`config.mk`:
```
export PLATFORM = sky130hd
export DESIGN_NAME = dhfk_ctrl
export DESIGN_NICKNAME = d
export VERILOG_FILES = /design/src/design/dhfk_pkg.sv /design/src/design/dhfk_ctrl.sv
export SDC_FILE = /design/constraint.sdc
export NUM_CORES = 1
export LEC_CHECK = 0
export BUFFER_PORTS_ARGS = -buffer_cell sky130_fd_sc_hd__buf_2
export CORE_ASPECT_RATIO = 0.7
export CORE_MARGIN = 8
export CORE_UTILIZATION = 50
export DETAILED_ROUTE_END_ITERATION = 16
export GPL_ROUTABILITY_DRIVEN = 0
export PLACE_DENSITY_LB_ADDON = 0.15
export SLEW_MARGIN = 25
export SYNTH_ARGS = -nofsm -noshare
export SYNTH_HDL_FRONTEND = slang
export SYNTH_SLANG_ARGS = --single-unit
```
`constraint.sdc`:
```
create_clock -name clk -period 2.6 [get_ports clk]
set_input_delay 0 -clock clk [delete_from_list [all_inputs] [get_ports clk]]
set_output_delay 0 -clock clk [all_outputs]
set_load 0.01 [all_outputs]
```
`src/design/dhfk_pkg.sv`:
```
// ----------------------------------------------------------------------------
// dhfk_pkg
// Shared types, constants and helper functions of the DH forward kinematics
// chain.
// ----------------------------------------------------------------------------
`default_nettype none

package dhfk_pkg;

  localparam int CORDIC_ITERATIONS_DEF = 24;
  localparam int DATA_WIDTH_DEF        = 32;

  localparam int IN_TDATA_W  = 160;
  localparam int IN_TUSER_W  = 2;
  localparam int OUT_TDATA_W = 136;

  localparam logic signed [35:0] PI_Q30      = 36'sd3373259426;
  localparam logic signed [35:0] TWO_PI_Q30  = 36'sd6746518852;
  localparam logic signed [35:0] HALF_PI_Q30 = 36'sd1686629713;
  localparam logic signed [35:0] GAIN_Q30    = 36'sd652032874;
  localparam logic signed [35:0] ONE_Q30     = 36'sd1073741824;

  typedef enum logic [2:0] {
    LOP_S_CA,
    LOP_S_SA,
    LOP_A_C,
    LOP_C_CA,
    LOP_C_SA,
    LOP_A_S
  } link_op_t;

  typedef struct packed {
    logic       load;
    logic       ang_sel;
    logic       ang_load;
    logic       ang_step;
    logic       cordic_init;
    logic       cordic_iter;
    logic [4:0] iter;
    logic       cordic_store;
    logic       mul;
    logic       chain;
    link_op_t   lop;
    logic [1:0] row;
    logic [1:0] col;
    logic [1:0] kk;
    logic       link_wr;
    logic       acc_init;
    logic       acc_add;
    logic       nt_wr;
    logic       commit;
    logic       out_ld;
  } dp_cmd_t;

  typedef struct packed {
    logic ang_ok;
    logic first_link;
    logic last_link;
  } dp_sts_t;

  function automatic logic signed [31:0] sat32(input logic signed [67:0] v);
    logic signed [31:0] r;
    if (v > 68'sd2147483647) begin
      r = 32'sh7fffffff;
    end else if (v < -68'sd2147483648) begin
      r = 32'sh80000000;
    end else begin
      r = v[31:0];
    end
    return r;
  endfunction

  function automatic logic signed [31:0] atan_q30(input logic [4:0] i);
    logic signed [31:0] r;
    case (i)
      5'd0:  r = 32'sd843314857;
      5'd1:  r = 32'sd497837829;
      5'd2:  r = 32'sd263043837;
      5'd3:  r = 32'sd133525159;
      5'd4:  r = 32'sd67021687;
      5'd5:  r = 32'sd33543516;
      5'd6:  r = 32'sd16775851;
      5'd7:  r = 32'sd8388437;
      5'd8:  r = 32'sd4194283;
      5'd9:  r = 32'sd2097149;
      5'd10: r = 32'sd1048576;
      5'd11: r = 32'sd524288;
      5'd12: r = 32'sd262144;
      5'd13: r = 32'sd131072;
      5'd14: r = 32'sd65536;
      5'd15: r = 32'sd32768;
      5'd16: r = 32'sd16384;
      5'd17: r = 32'sd8192;
      5'd18: r = 32'sd4096;
      5'd19: r = 32'sd2048;
      5'd20: r = 32'sd1024;
      5'd21: r = 32'sd512;
      5'd22: r = 32'sd256;
      5'd23: r = 32'sd128;
      5'd24: r = 32'sd64;
      5'd25: r = 32'sd32;
      5'd26: r = 32'sd16;
      5'd27: r = 32'sd8;
      5'd28: r = 32'sd4;
      5'd29: r = 32'sd2;
      5'd30: r = 32'sd1;
      default: r = 32'sd0;
    endcase
    return r;
  endfunction

endpackage

`default_nettype wire

```
`src/design/dhfk_ctrl.sv`:
```
// ----------------------------------------------------------------------------
// dhfk_ctrl
// Sequencer for one link: angle reduction, two CORDIC runs, link products,
// chain product if not the first link, commit, three output rows if emitted.
// ----------------------------------------------------------------------------
`default_nettype none

module dhfk_ctrl #(
  parameter int CORDIC_ITERATIONS = dhfk_pkg::CORDIC_ITERATIONS_DEF
) (
  input  wire logic              clk,
  input  wire logic              rst_n,
  input  wire logic              cfg_wr_en,
  input  wire logic              cfg_wr_data,
  input  wire logic              in_tvalid,
  output logic                   in_tready,
  output logic                   out_tvalid,
  input  wire logic              out_tready,
  input  wire dhfk_pkg::dp_sts_t sts,
  output dhfk_pkg::dp_cmd_t      cmd
);
  import dhfk_pkg::*;

  localparam int CW = $clog2(CORDIC_ITERATIONS);

  typedef enum logic [3:0] {
    S_IDLE, S_ANG_LD, S_ANG_RED, S_CORD, S_CSTORE,
    S_LINK, S_CHAIN, S_COMMIT, S_OUT_LD, S_OUT
  } state_t;

  state_t        state_r;
  logic          sel_r, emit_r, out_valid_r;
  logic [CW-1:0] cnt_r;
  logic [2:0]    op_r, ph_r;
  logic [1:0]    row_r, col_r;

  assign in_tready  = (state_r == S_IDLE);
  assign out_tvalid = out_valid_r;

  always_comb begin
    cmd         = '0;
    cmd.ang_sel = sel_r;
    cmd.iter    = 5'(cnt_r);
    cmd.lop     = link_op_t'(op_r);
    cmd.row     = row_r;
    cmd.col     = col_r;
    cmd.kk      = ph_r[1:0];
    unique case (state_r)
      S_IDLE:    cmd.load = in_tvalid;
      S_ANG_LD:  cmd.ang_load = 1'b1;
      S_ANG_RED: begin
        cmd.cordic_init = sts.ang_ok;
        cmd.ang_step    = !sts.ang_ok;
      end
      S_CORD:    cmd.cordic_iter = 1'b1;
      S_CSTORE:  cmd.cordic_store = 1'b1;
      S_LINK: begin
        cmd.mul     = (ph_r == 3'd0);
        cmd.link_wr = (ph_r != 3'd0);
      end
      S_CHAIN: begin
        cmd.chain = 1'b1;
        case (ph_r) inside
          3'd0: begin
            cmd.acc_init = 1'b1;
            cmd.mul      = 1'b1;
          end
          3'd1, 3'd2: begin
            cmd.acc_add = 1'b1;
            cmd.mul     = 1'b1;
          end
          3'd3: cmd.acc_add = 1'b1;
          default: cmd.nt_wr = 1'b1;
        endcase
      end
      S_COMMIT:  cmd.commit = 1'b1;
      S_OUT_LD:  cmd.out_ld = 1'b1;
      S_OUT: begin
        cmd.out_ld = out_tready && (row_r != 2'd2);
        cmd.row    = row_r + 2'd1;
      end
      default: ;
    endcase
  end

  always_ff @(posedge clk) begin
    if (!rst_n) begin
      state_r     <= S_IDLE;
      sel_r       <= 1'b0;
      emit_r      <= 1'b1;
      out_valid_r <= 1'b0;
      cnt_r       <= '0;
      op_r        <= '0;
      ph_r        <= '0;
      row_r       <= '0;
      col_r       <= '0;
    end else begin
      if (cfg_wr_en) begin
        emit_r <= cfg_wr_data;
      end
      unique case (state_r)
        S_IDLE: begin
          if (in_tvalid) begin
            sel_r   <= 1'b0;
            state_r <= S_ANG_LD;
          end
        end
        S_ANG_LD: state_r <= S_ANG_RED;
        S_ANG_RED: begin
          if (sts.ang_ok) begin
            cnt_r   <= '0;
            state_r <= S_CORD;
          end
        end
        S_CORD: begin
          if (cnt_r == CW'(CORDIC_ITERATIONS - 1)) begin
            state_r <= S_CSTORE;
          end else begin
            cnt_r <= cnt_r + 1'b1;
          end
        end
        S_CSTORE: begin
          if (!sel_r) begin
            sel_r   <= 1'b1;
            state_r <= S_ANG_LD;
          end else begin
            op_r    <= '0;
            ph_r    <= '0;
            state_r <= S_LINK;
          end
        end
        S_LINK: begin
          if (ph_r == 3'd0) begin
            ph_r <= 3'd1;
          end else begin
            ph_r <= 3'd0;
            if (op_r == 3'(LOP_A_S)) begin
              row_r   <= '0;
              col_r   <= '0;
              state_r <= sts.first_link ? S_COMMIT : S_CHAIN;
            end else begin
              op_r <= op_r + 3'd1;
            end
          end
        end
        S_CHAIN: begin
          if (ph_r == 3'd4) begin
            ph_r <= '0;
            if (col_r == 2'd3) begin
              col_r <= '0;
              if (row_r == 2'd2) begin
                state_r <= S_COMMIT;
              end else begin
                row_r <= row_r + 2'd1;
              end
            end else begin
              col_r <= col_r + 2'd1;
            end
          end else begin
            ph_r <= ph_r + 3'd1;
          end
        end
        S_COMMIT: begin
          row_r   <= '0;
          state_r <= (emit_r || sts.last_link) ? S_OUT_LD : S_IDLE;
        end
        S_OUT_LD: begin
          out_valid_r <= 1'b1;
          state_r     <= S_OUT;
        end
        S_OUT: begin
          if (out_tready) begin
            if (row_r == 2'd2) begin
              out_valid_r <= 1'b0;
              state_r     <= S_IDLE;
            end else begin
              row_r <= row_r + 2'd1;
            end
          end
        end
        default: state_r <= S_IDLE;
      endcase
    end
  end

endmodule

`default_nettype wire

```
# Word-level counts from Yosys, hierarchy flattened
# Index checks and enable logic that the tools add are counted.
# W data, S select, Z words.
# word_totals
reg_bits	22
inputBits	9
word_cells	127
# op_classes
n_addsub	5
eq_ne	31
mux	60
reduce_logical	22
# ops
op	count
$mux W4	11
$pmux W4 S10	1
$ne A2 B2 Y1 const B	14
$mux W1	21
$mux W2	10
$mux W3	6
$eq A4 B3 Y1 const B	4
$mux W5	2
$pmux W5 S2	1
$reduce_and A10 Y1	1
$reduce_bool A2 Y1	5
$pmux W3 S3	1
$eq A4 B2 Y1 const B	2
$eq A4 B4 Y1 const B	2
$pmux W1 S2	4
$pmux W2 S4	1
$reduce_and A4 Y1	2
$add A3 B1 Y3 const B	2
$eq A3 B2 Y1 const B	2
$eq A3 B3 Y1 const B	2
$pmux W3 S2	1
$reduce_and A3 Y1	2
$reduce_and A6 Y1	1
$reduce_bool A3 Y1	2
other kinds (15)	18

# Depth between registers and ports, before layout
# logic_depth
ltp_word	5
depth_mapped	7
ltp_nobuf	7

# Least setup slack after synthesis
# Ideal clock, no wire load.
# synth_timing
path_kind	flip-flop to flip-flop
start	register ph_r[0]
end	register col_r[1]
arrival_ps	1755
required_time_ps	2532
path_slack_ps	777
stages_incl_launch_ff	8
n_path_buf	0
synth_period_minus_slack_ps	1823
cell_sequence	dfxtp_1 > inv_1 > ha_1 > nand3b_2 > a211oi_2 > or4_4 > or2_1 > a21oi_2
# synth_via
elab_chain_cells	3
# synth_rtl
item	line_no	text
start: declaration	dhfk_ctrl.sv:34	logic [2:0] op_r, ph_r;
start signal: assignment	dhfk_ctrl.sv:160	ph_r <= ph_r + 3'd1;
$eq A3 B3 Y1 or $logic_not A3 Y1 (tied branches)	dhfk_ctrl.sv:147, dhfk_ctrl.sv:133	
$ne A2 B2 Y1 (no source line)	--	
$reduce_and A4 Y1 (no source line) (*)	--	
end signal: assignment	dhfk_ctrl.sv:157	col_r <= col_r + 2'd1;
end: declaration	dhfk_ctrl.sv:35	logic [1:0] row_r, col_r;
# Every way passes the cells marked *; elsewhere a longest branch is shown, timed or not.
# A chain may end at the register's enable or synchronous reset.

# Worst setup path after layout
# layout_timing
start	register state_r[1]
end	register state_r[0]
# layout_via
elab_chain_cells	3
# layout_rtl
item	line_no	text
start: declaration	dhfk_ctrl.sv:31	state_t state_r;
start signal: assignment	dhfk_ctrl.sv:140	state_r <= sts.first_link ? S_COMMIT : S_CHAIN;
start signal: assignment	dhfk_ctrl.sv:165	state_r <= (emit_r || sts.last_link) ? S_OUT_LD : S_IDLE;
$eq A4 B3 Y1 (tied with other cells)	dhfk_ctrl.sv:101	unique case (state_r)
$ne A2 B2 Y1 (no source line)	--	
$reduce_and A10 Y1 (no source line)	--	
# Parallel ways exist; a longest one is shown, timed or not.

==> metrics.md <==
| Metric | Value |
|---|---|
| Initial DRC count | 61 |
| Pwr dens | 597 mW/mm^2 |
| IO Port Bufs | 39 |
| Total negative slack | 0 ns |
| RSZ-0062 raised after global routing | false |
| CTS tree | yes |
| Tightest Pin Transition | 0.636 ns |
| Largest net degree at the start of global routing | 22 |
| Final HPWL DP | 2.98 mm |
| Syn Area/Cell | 8.21 sq um |
| Clock latency at the later pin of the worst-skew pair | roughly 0.26 ns |
| CP Buf/Inv Count | 1 |
| Resized cells post-CTS | 0 |
| Worst Setup End Kind | flip-flop |
| CTS root buf | clkbuf_8 |
| Sequential element share of the synthesized area | 28.5% |
| Num Clock Sinks | 22 |
| Int Pwr | 0.000681 W |
| Clock power frac | 22.3% |
| Proportion of netlist area held by the largest area contributor | 28.5% |
| #FFs+latches synth | 22 |
| Share of layout cells above drive strength 1 | between 20% and 30% |
| Drt wl/cell | approximately 14 um |
| Total CTS buffers | 3 |
| Final Routed Wirelength | 3.79 mm |
| Synthesized net count | 207 |
| Via count of the routed design | 1,447 |
| Via/cell ratio | roughly 5.5 |
| Distinct cells, synth | 51 |
| Clock buffer depth | 2 |
| Status | completed |
| Global-route wire length before repair | 6.44 mm |
| Mapped Area | 0.00154 sq mm |
| Detail Route Antenna Nets | 0 |
| Antenna violations before repair | 0 |
| Post-route clock period utilization | 80.8% |
| Initial DRT Pass Iterations | 4 |
| Final slew viol count | 0 |
| Most numerous cell in the Yosys netlist | nor2_1 |
| Reg power frac | 39.7% |
| Top cells by area, synth | dfxtp_1 29%, ha_1 8.1%, nor2_1 7.1% |
| Post-synthesis async set-or-reset flop share | 0% |
| Leak | 0.807 nW |
| Post-route cell area | between 0.0015 and 0.002 sq mm |
| CP arrival | 2.26 ns |
| Max-cap violations | 0 |
| H-tree lvl count | 1 |
| Max Clock Freq | 476 MHz |
| Sw Pwr | around 0.0004 W |
| Yosys warns | 0 |
| Critical path peak fanout | 21 |
| Final Skew | 0.00506 ns |
| Xor-xnor portion of the synthesized cell area | 3.40% |
| Slowest cell delay on critical path | 0.73 ns |
| Post-synthesis mux area share | 4.70% |
| Core area | 0.00304 sq mm |
| Layout area overhead | 16.5% |
| Largest area contributor in the netlist | dfxtp_1 |
| Synthesized-area fraction occupied by adder cells | 8.10% |
| Setup Buffers After CTS | 0 |
| Post-synth EDFFs | 0 |
| Reg clk slew, reported paths | 0.07 ns |
| Fin crit period | 2.10 ns |
| Drt drc | 0 |
| # setup viols final | 0 |
| CP max stage cell | dfxtp_1 |
| Die Wd | 82.4 um |
| Compound-Gate Fraction of Synth Area | 15.8% |
| Die Ht | ~62 um |
| WP data required | 2.75 ns |
| Area post-placement | 0.00172 sq mm |
| Final nets | 244 |
| Die area | 0.00515 sq mm |
| Post-synth top cells | 29 x nor2_1, 22 x dfxtp_1, 15 x nand2_1, 10 x a21oi_1, 10 x ha_1 |
| Row Count | 17 |
| Crit-path cells | nand4bb_1 -> inv_2 -> nor2_1 -> o221a_2 -> and3_1 -> a31o_1 |
| Ys flop type | dfxtp_1 |
| Crit path launch type | flip-flop |
| WS Path Type | flip-flop to flip-flop |
| Congestion Overflow GR | 0 |
| Antenna Diode Count | 0 |
| Final hold vios | 0 |
| Max_slew headroom | 57.6% |
| Largest family of logic cells by synthesized area | simple AND/OR/NAND/NOR gates |
| GRT Total Usage | 15.2% |
| Switching part of the total | 36.5% |
| # IOs | 40 |
| Syn Inst Count | 188 |
| Worst path top cell family by delay | flip-flops |
| Combinational fraction of design power | 38.0% |
| Post-synthesis simple-gate area fraction | 32.3% |
| Initial Util | 50.8% |
| Hold WC Path Type | input port to flip-flop |
| Vias in the first global route | 1,411 |
| Worst VDD drop | 0.295 mV |
==> registers in the layout, summed over array words and instances (netlist names) <==
name / flops
cnt_r: 5
state_r: 4
op_r: 3
ph_r: 3
col_r: 2
row_r: 2
emit_r: 1
out_tvalid: 1
sel_r: 1
==> area by class of cell <==
type	count	area, sq um
Fill cell	288	1240
Multi-Input combinational cell	145	992
Sequential cell	22	440
Timing Repair Buffer	42	223
Clock buffer	4	55.1
Tap cell	38	47.5
Inverter	11	41.3
==> worst register-to-register path: cells and delay by family, from the launching register on <==
kind                   cells  cell delay (ns)
buffers and inverters      1             0.20
DFF                        1             0.73
AOI/OAI and AO/OA          2             0.47
and+or+nand+nor            3             0.60
==> power by group through the flow <==
| stage | clock (W) | combinational, W | sequential, W |
|---|---|---|---|
| 5_1_grt | 0.000264 | 0.000448 | 0.000435 |
| 6_report | 0.000240 | 0.000408 | 0.000426 |
| 4_1_cts | 0.000251 | 0.000402 | 0.000423 |
| 3_5_place_dp | 0 | 0.000398 | 0.000431 |
| 3_3_place_gp | 0 | 0.000389 | 0.000428 |
| 2_1_floorplan | 0 | 0.000372 | 0.000380 |
==> final timing paths <==
path                      startpoint                 endpoint  slack (ns)  cells past startpoint
max          state_r[1]$_SDFFE_PN0P_  state_r[0]$_SDFFE_PN0P_        0.50                      6
min                           sts[0]  state_r[3]$_SDFFE_PN0P_        0.04                      3
max reg2reg  state_r[1]$_SDFFE_PN0P_  state_r[0]$_SDFFE_PN0P_        0.50                      6
min reg2reg    col_r[1]$_SDFFE_PN0P_    col_r[1]$_SDFFE_PN0P_        0.49                      2
==> routing by layer <==
metal	routed length [um]	part of all wire (%)	global-route usage, %
met4	18	0.48	2.62
met2	1740	46	24.3
met5	0	0	0
met3	259	6.8	4.31
met1	1770	47	19.6
==> cell families after synthesis <==
kind of cell	after synthesis
XOR/XNOR	6
adder cells (fa/ha/maj)	10
AO/OA/AOI/OAI	33
buffers and inverters	21
AND/OR/NAND/NOR	89
multiplexers	7
flip-flops	22
==> metrics by stage <==
step                setup slack (ns)  power, W  util [%]  hold slack [ns]  cells
floorplan                      0.777  0.000752         -           0.0464    188
global placement               0.626  0.000817      56.7            0.216    256
detailed placement             0.539  0.000829      56.7            0.245    256
CTS                            0.530   0.00108      59.2           0.0319    262
global route                   0.310   0.00115      59.2           0.0830    262
finish                         0.499   0.00107      59.2           0.0410    262
==> cell usage in the layout (no fill, tap or decap), types with 2 or more instances in the layout <==
master / synthesis / final
nor2b_1: 4 / 4
o21ai_0: 5 / 5
nand4b_1: 2 / 2
nor4b_2: 2 / 2
nand3_1: 4 / 4
xor2_1: 2 / 2
ha_1: 10 / 10
and2_1: 3 / 3
dfxtp_1: 22 / 22
and3_1: 2 / 2
nand2_1: 15 / 15
nor3_1: 6 / 6
a31o_1: 2 / 2
a22oi_1: 2 / 2
mux2i_1: 5 / 5
nand2b_1: 5 / 5
nor2_1: 29 / 29
dlygate4sd3_1: 0 / 2
o22a_1: 2 / 2
a21oi_2: 2 / 2
nand4bb_1: 2 / 2
a21oi_1: 10 / 10
o21ai_1: 2 / 2
inv_1: 9 / 9
clkbuf_8: 0 / 4
nand4_1: 2 / 2
buf_2: 2 / 39
xnor2_1: 4 / 4
mux2_2: 2 / 2
or3_1: 3 / 3
==> what timing repair did <==
action                                  4_1_cts  5_1_grt
endpoints found under the setup margin        0        0
hold buffers                                  2        0
endpoints found under the hold margin         1        0
Note: power is estimated with default switching activity, not from simulation.
